--- src/rtl/core/ffba_pkg.sv ---
// Package: types, constants and codes of the first-fit block allocator
`timescale 1ns / 1ps
package ffba_pkg;

    localparam int unsigned MAX_BLOCKS_DEF   = 64;
    localparam longint unsigned HEAP_BYTES_DEF = 64'd16777216;
    localparam int unsigned HEADER_BYTES_DEF = 32;
    localparam logic [31:0] MAX_REQUEST_RST  = 32'd100000000;

    // Width of a cell index carried by the query, enough for the largest table
    localparam int unsigned IDX_BITS = 10;

    typedef enum logic [1:0] {
        CMD_ALLOC  = 2'd0,
        CMD_ZALLOC = 2'd1,
        CMD_FREE   = 2'd2,
        CMD_RESIZE = 2'd3
    } t_cmd;

    typedef enum logic [1:0] {
        ST_OK   = 2'd0,
        ST_SIZE = 2'd1,
        ST_FULL = 2'd2,
        ST_ADDR = 2'd3
    } t_status;

    typedef enum logic [2:0] {
        S_IDLE,
        S_MUL,
        S_CHECK,
        S_SCAN,
        S_DECIDE,
        S_DONE
    } t_state;

    typedef struct packed {
        logic [1:0]  command;
        logic [31:0] request_size;
        logic [31:0] element_count;
        logic [31:0] buffer_address;
    } t_in_item;

    typedef struct packed {
        logic [1:0]  status;
        logic [31:0] result_address;
        logic [6:0]  free_block_count;
        logic [31:0] free_byte_count;
        logic [6:0]  allocated_block_count;
        logic [31:0] allocated_byte_count;
        logic [11:0] header_byte_count;
    } t_out_item;

    // Query that travels along the cell chain
    typedef struct packed {
        logic                valid;
        logic                fit_mode;   // 1: first free block of size >= req; 0: address match
        logic [32:0]         req;
        logic [31:0]         addr;
        logic                found;
        logic                hit_free;
        logic [IDX_BITS-1:0] hit_idx;
        logic [31:0]         hit_start;
        logic [31:0]         hit_size;
    } t_query;

endpackage

--- src/rtl/core/ffba_cell.sv ---
// One table entry of the allocator chain with its compare stage
`timescale 1ns / 1ps
module ffba_cell #(
    parameter int unsigned HEADER_BYTES = ffba_pkg::HEADER_BYTES_DEF,
    parameter int unsigned IDX          = 0
) (
    input  logic               i_clk,
    input  logic               i_rst_n,
    input  logic               i_in_use,
    input  logic               i_write_new,
    input  logic               i_set_free,
    input  logic               i_clr_free,
    input  logic [31:0]        i_new_start,
    input  logic [31:0]        i_new_size,
    input  ffba_pkg::t_query   i_q,
    output ffba_pkg::t_query   o_q
);
    import ffba_pkg::*;

    logic [31:0] r_start;
    logic [31:0] r_size;
    logic        r_free;
    t_query      r_q;
    t_query      n_q;
    logic [32:0] buf_addr;
    logic        hit;

    assign buf_addr = {1'b0, r_start} + 33'(HEADER_BYTES);

    // Match the passing query against this entry
    always_comb begin
        n_q = i_q;
        if (i_q.fit_mode) begin
            hit = i_in_use && r_free && ({1'b0, r_size} >= i_q.req);
        end else begin
            hit = i_in_use && (buf_addr == {1'b0, i_q.addr});
        end
        if (i_q.valid && !i_q.found && hit) begin
            n_q.found     = 1'b1;
            n_q.hit_free  = r_free;
            n_q.hit_idx   = IDX_BITS'(IDX);
            n_q.hit_start = r_start;
            n_q.hit_size  = r_size;
        end
    end

    // Hold the entry, apply updates
    always_ff @(posedge i_clk) begin
        if (i_write_new) begin
            r_start <= i_new_start;
            r_size  <= i_new_size;
            r_free  <= 1'b0;
        end else if (i_set_free) begin
            r_free <= 1'b1;
        end else if (i_clr_free) begin
            r_free <= 1'b0;
        end
    end

    // Advance the query to the next cell
    always_ff @(posedge i_clk) begin
        if (!i_rst_n) begin
            r_q.valid <= 1'b0;
        end else begin
            r_q <= n_q;
        end
    end

    assign o_q = r_q;
endmodule

--- config.mk ---
export PLATFORM = sky130hd
export DESIGN_NAME = ffba_cell
export DESIGN_NICKNAME = d
export VERILOG_FILES = /design/src/rtl/core/ffba_pkg.sv /design/src/rtl/core/ffba_cell.sv
export SDC_FILE = /design/constraint.sdc
export NUM_CORES = 1
export LEC_CHECK = 0
export ABC_AREA = 1
export BUFFER_PORTS_ARGS = -buffer_cell sky130_fd_sc_hd__buf_2
export CORE_UTILIZATION = 50
export CTS_CLUSTER_SIZE = 10
export DETAILED_ROUTE_END_ITERATION = 8
export PLACE_DENSITY_LB_ADDON = 0.3
export SYNTH_ARGS = -nofsm -noshare
export SYNTH_HDL_FRONTEND = slang
export SYNTH_SLANG_ARGS = --single-unit
--- constraint.sdc ---
create_clock -name i_clk -period 2.66 [get_ports i_clk]
set_input_delay 0.399 -clock i_clk [delete_from_list [all_inputs] [get_ports i_clk]]
set_output_delay 0.399 -clock i_clk [all_outputs]
set_load 0.03 [all_outputs]
# --- Word-level counts from Yosys, hierarchy flattened ---
# Index checks and enable logic that the tools add are counted.
totals:
  register_bits: 208
  in_bits: 213
  output_inout_bits: 143
  wordCells: 26
op_classes:
  addsub: 1
  n_lt_le_gt_ge: 1
  eq_ne: 1
  muxes: 4
  n_reduce_logical: 7
ops:
  columns: ["op", "count"]
  rows:
  - ["$mux 75", 1]
  - ["$add 32x6->33 const B", 1]
  - ["$eq 33x32->1", 1]
  - ["$ge 32x33->1", 1]
  - ["$logic_and 1x1->1", 5]
  - ["$mux 1", 3]
  - ["$reduce_bool 2->1", 1]
  - ["$logic_not 1->1", 1]

# --- Depth between registers and ports, before layout ---
depth:
  depth_word: 6
  mapped_depth: 20
  depth_no_buf: 18

# --- Least setup slack after synthesis ---
# Ideal clock, no wire load.
synth_timing:
  kind: "reg2reg"
  from: "register r_start[5]"
  to: "register r_q (netlist bit o_q[25]) (data pin)"
  setup_time_ns: 0.253
  t_arrival_ns: 2.106
  t_required_ns: 2.407
  path_slack_ns: 0.302
  stages_incl_launch_ff: 17
  path_cell_list: "edfxtp_1 > ha_1 > inv_1 > nor2_2 > nand2_2 > inv_1 > or2_2 > a21oi_1 > nand4_1 > nor2_1 > nand2_1 > nand2_1 > nand2_1 > buf_6 > buf_6 > nand2_1 > nand2_1"
synth_lines:
  columns: ["element", "line_no", "source"]
  rows:
  - ["start, declared", "ffba_cell.sv:20", "logic [31:0] r_start;"]
  - ["start signal, assigned", "ffba_cell.sv:50", "r_start <= i_new_start;"]
  - ["end signal, assigned", "ffba_cell.sv:65", "r_q <= n_q;"]
  - ["end, declared", "ffba_cell.sv:23", "t_query r_q;"]

==> results.txt <==
- The number of pins with negative max-slew slack in the final report came to 0.
- TritonCTS Sinks: between 200 and 250
- Delay-heaviest family, CP: simple AND/OR/NAND/NOR gates
- In this run the static leakage power is approximately 6 nW.
- Sequential cell area fraction in the yosys report: 65.76%
- Number of maximum-capacitance violations: 0
- CTS tree: done
- Count of hold-fix buffers inserted at cts: 0
- STA classifies the critical path startpoint as a flop.
- Die X-Extent: between 100 and 150 µm
- Worst hold path class: input pin to flop
* Yosys cell types: 34
* Fraction of layout cells with a size suffix above 1: 38.30%
- Portion of synthesized cell area occupied by the leading cell type: approximately 65%
* Violation count after the first detailed-route iteration: between 500 and 600
* Clock tree root driver cell: sky130_fd_sc_hd__clkbuf_16
* Top area cells in the synthesized netlist: sky130_fd_sc_hd__edfxtp_1 (65%), sky130_fd_sc_hd__nand2_1 (11%), sky130_fd_sc_hd__nand3_1 (4.9%)
* Peak per-stage delay on the critical path: roughly 440 ps
- Global routing used about a quarter of the available tracks across all layers.
* Number of antenna violations at the first check in global routing: 3
* Area added between synthesis and finish: 34.97%
- Overflow left after global routing: 0
* Post-route DRC violation count: 0
* Worst Clk Skew: ~20 ps
- Dpl hpwl: roughly 19 mm
* Endpoint kind of the worst setup timing path: flop
- Routability-driven placement finished with a final weighted congestion of 0.9304.
- Initial core utilization: approximately half
* Maximum number of pins on one net before global-route repair: 85
- Worst-path clk slew: around 60 ps
- The via count of the first global-routing pass is approximately 7,400.
* Min Clock Period, post-route: 2572 ps
- The initialized floorplan defines between 40 and 50 standard-cell rows.
- The first detailed-routing pass took 6 iterations.
- At the worst endpoint, the arrival time is roughly 2800 ps.
* Vias after detailed routing: between 7,000 and 8,000
* Final hold violation count: 0
- Among all stages on the critical path, the largest delay is contributed by sky130_fd_sc_hd__edfxtp_1.
* Final standard cell count with taps included and fillers excluded: approximately 1,500
- The flow ran to the end, and the final reports show no timing, DRC or antenna violations.
- Peak clock frequency supported by timing: 388.8 MHz
* Cell area after synthesis: 0.009468 mm²
* CP cell instances: buf_6 -> nand2_1 -> nor2_4 -> nand2_4 -> buf_4 -> inv_1 -> nand3_1 -> nand2_1 -> nor2_1 -> nand3_1 -> nor2_1 -> nand2_1 -> nor2_1 -> nand2_2 -> nand2_4 -> nand2_8 -> clkbuf_16 -> nand2_1 -> nand2_1
* Most frequent standard cell in the layout excluding fill and tap cells: sky130_fd_sc_hd__buf_2
- The clock reaches the later pin of the worst-skew pair after between 500 and 600 ps.
- CP Max Fanout: 13
* Final worst path period share: 96.68%
* Global-route wire length before repair: a little under 40 mm
* Cell taking the most area after synthesis: sky130_fd_sc_hd__edfxtp_1
- Critical path class: flop to flop
- Die Y: 139.6 µm
- Average instance area after synthesis: 10.97 µm²
- Headroom to the max-slew limit came out at 66.09%.
- Number of buffer and inverter stages on the critical path: 4
* Average detailed-routed wire length per instance: around 18 µm
- Once detail routing completed, the nets flagged for antenna violations numbered 0.
- Worst voltage drop across the vdd grid: approximately 0.65 mV
- Highest-count cells in the layout ignoring fill and taps: sky130_fd_sc_hd__buf_2 (354), sky130_fd_sc_hd__nand2_1 (228), sky130_fd_sc_hd__edfxtp_1 (206)
- Placed Instances: between 1,000 and 1,500
* Total wire length: 27.07 mm
- Synthesized instance count: 863
- After the last flow step, the layout net total stands at approximately 1,500.
- Clock H-tree levels: 1
* RSZ-0062 raised after global routing: yes
- No sink is reached through more buffers than the 3 on the longest clock path.
- Total nets after synthesis: roughly 1,100
* Placeable core area: approximately 0.018 mm²
- Ratio of total power to cell area: between 600 and 700 mW/mm²
* Via-per-instance ratio: about 5.2
* Hold Worst Slack: between 50 and 60 ps
* Total die area: 0.01949 mm²
* Number of top-level pins: ~360
- Required time at the worst-slack endpoint: around 2900 ps
* Flip-flop and latch count after synthesis: around 210
- In this run, CTS created clock tree buffers numbering 24.
* Sum Neg Setup Slack: 0 ps
- At the pin with the least slew margin, the transition time is about 510 ps.
* CP dominant cell by count: sky130_fd_sc_hd__nand2_1
* Final setup violating endpoints: 0
- The Yosys step of the flow raised 0 warnings.
* IO buf count: about 360
## stage by stage
step                power [mW]  util [%]  worst slack [ps]  cell area (µm²)
floorplan                4.664         -             301.7             9468
global placement         5.151     63.61            -84.98            11620
detailed placement       5.179     63.61            -145.6            11620
CTS                      8.022     67.24             10.54            12290
global route             8.315     69.94            -106.1            12780
finish                   8.047     69.94             88.18            12780
## cell usage after synthesis
master                     instances
sky130_fd_sc_hd__or2_2             2
sky130_fd_sc_hd__and3_1            1
sky130_fd_sc_hd__nand2_1         269
sky130_fd_sc_hd__o211ai_1          1
sky130_fd_sc_hd__ha_1             33
sky130_fd_sc_hd__o22ai_1           1
sky130_fd_sc_hd__nand3b_1          1
sky130_fd_sc_hd__nand3_1          93
sky130_fd_sc_hd__o21ai_0           9
sky130_fd_sc_hd__a21oi_1          16
sky130_fd_sc_hd__nor3b_1           1
sky130_fd_sc_hd__xnor2_1          16
sky130_fd_sc_hd__buf_2             4
sky130_fd_sc_hd__xor2_1           11
sky130_fd_sc_hd__a21o_1            1
sky130_fd_sc_hd__nor3_1            6
sky130_fd_sc_hd__and2_1            2
sky130_fd_sc_hd__edfxtp_1        206
sky130_fd_sc_hd__nor2_1           49
sky130_fd_sc_hd__inv_1            84
sky130_fd_sc_hd__dfxtp_1           2
sky130_fd_sc_hd__nand4_1           7
sky130_fd_sc_hd__a211oi_1          1
sky130_fd_sc_hd__buf_4             6
sky130_fd_sc_hd__a21boi_0         10
sky130_fd_sc_hd__o21bai_1          2
sky130_fd_sc_hd__nand2_2           3
sky130_fd_sc_hd__clkbuf_1         10
sky130_fd_sc_hd__nor2_4            2
sky130_fd_sc_hd__buf_6             5
sky130_fd_sc_hd__o21a_1            2
sky130_fd_sc_hd__nor2_2            4
sky130_fd_sc_hd__inv_2             2
sky130_fd_sc_hd__nor4_1            1
## per-layer routing
layer,track usage [%],vias up,part of all wire (%)
li1,-,3720,-
met1,32.88,3607,39
met2,44.94,440,49
met3,5.368,63,9.1
met4,7.866,2,2.7
met5,0,-,0.048
## power breakdown
group / switching, mW / internal, mW
Combinational: 0.780 / 0.430
Sequential: 0.103 / 3.87
Clock: 1.22 / 1.65
Total: 2.10 / 5.95
## worst reg2reg max path, cell delays in order (launching register included)
cell	delay [ps]
sky130_fd_sc_hd__edfxtp_1	440
sky130_fd_sc_hd__buf_6	150
sky130_fd_sc_hd__nand2_1	100
sky130_fd_sc_hd__nor2_4	70
sky130_fd_sc_hd__nand2_4	100
sky130_fd_sc_hd__buf_4	110
sky130_fd_sc_hd__inv_1	30
sky130_fd_sc_hd__nand3_1	50
sky130_fd_sc_hd__nand2_1	50
sky130_fd_sc_hd__nor2_1	160
sky130_fd_sc_hd__nand3_1	100
sky130_fd_sc_hd__nor2_1	100
sky130_fd_sc_hd__nand2_1	60
sky130_fd_sc_hd__nor2_1	110
sky130_fd_sc_hd__nand2_2	90
sky130_fd_sc_hd__nand2_4	140
sky130_fd_sc_hd__nand2_8	120
sky130_fd_sc_hd__clkbuf_16	200
sky130_fd_sc_hd__nand2_1	60
sky130_fd_sc_hd__nand2_1	40
## final timing paths
kind,from,to,slack (ps),cells past startpoint
worst min-delay path,i_new_size[6],r_size[6]$_DFFE_PP_,50,1
worst min register to register,r_size[0]$_DFFE_PP_,o_q[0]$_DFFE_PP_,580,2
worst max-delay path,r_start[6]$_DFFE_PP_,o_q[47]$_DFFE_PP_,90,19
worst max register to register,r_start[6]$_DFFE_PP_,o_q[47]$_DFFE_PP_,90,19
## kinds of logic after synthesis
kind of cell / count (synthesis) / share of synthesized area, %
xor gates and xnor gates: 27 / 2.498
buffers and inverters: 111 / 5.088
AOI/OAI and AO/OA: 43 / 2.736
adders and majority gates: 33 / 4.361
DFF: 208 / 65.76
and+or+nand+nor: 441 / 19.56
## flip-flops by register name, indices dropped and copies added, names as in the netlist
name / cells
o_q: 143
r_free: 1
r_size: 32
r_start: 32
## what timing repair did
| item | in CTS | in global routing |
|---|---|---|
| gates cloned | 0 | 7 |
| pin swaps | 0 | 7 |
| setup buffers | 0 | 13 |
| setup endpoints to repair | 71 | 76 |
| resized for setup | 1 | 72 |
## layout make-up
class / instances / area [µm²]
flip-flops and latches: 208 / 6226
fillers: 1368 / 5492
multi-input cells: 544 / 3004
repair buffers: 395 / 2273
clock buffers: 35 / 641.9
inverters: 86 / 325.3
well taps: 229 / 286.5
clock inverters: 1 / 16.27
diodes: 2 / 5.005
No activity file was read; power rests on OpenSTA's default activity.
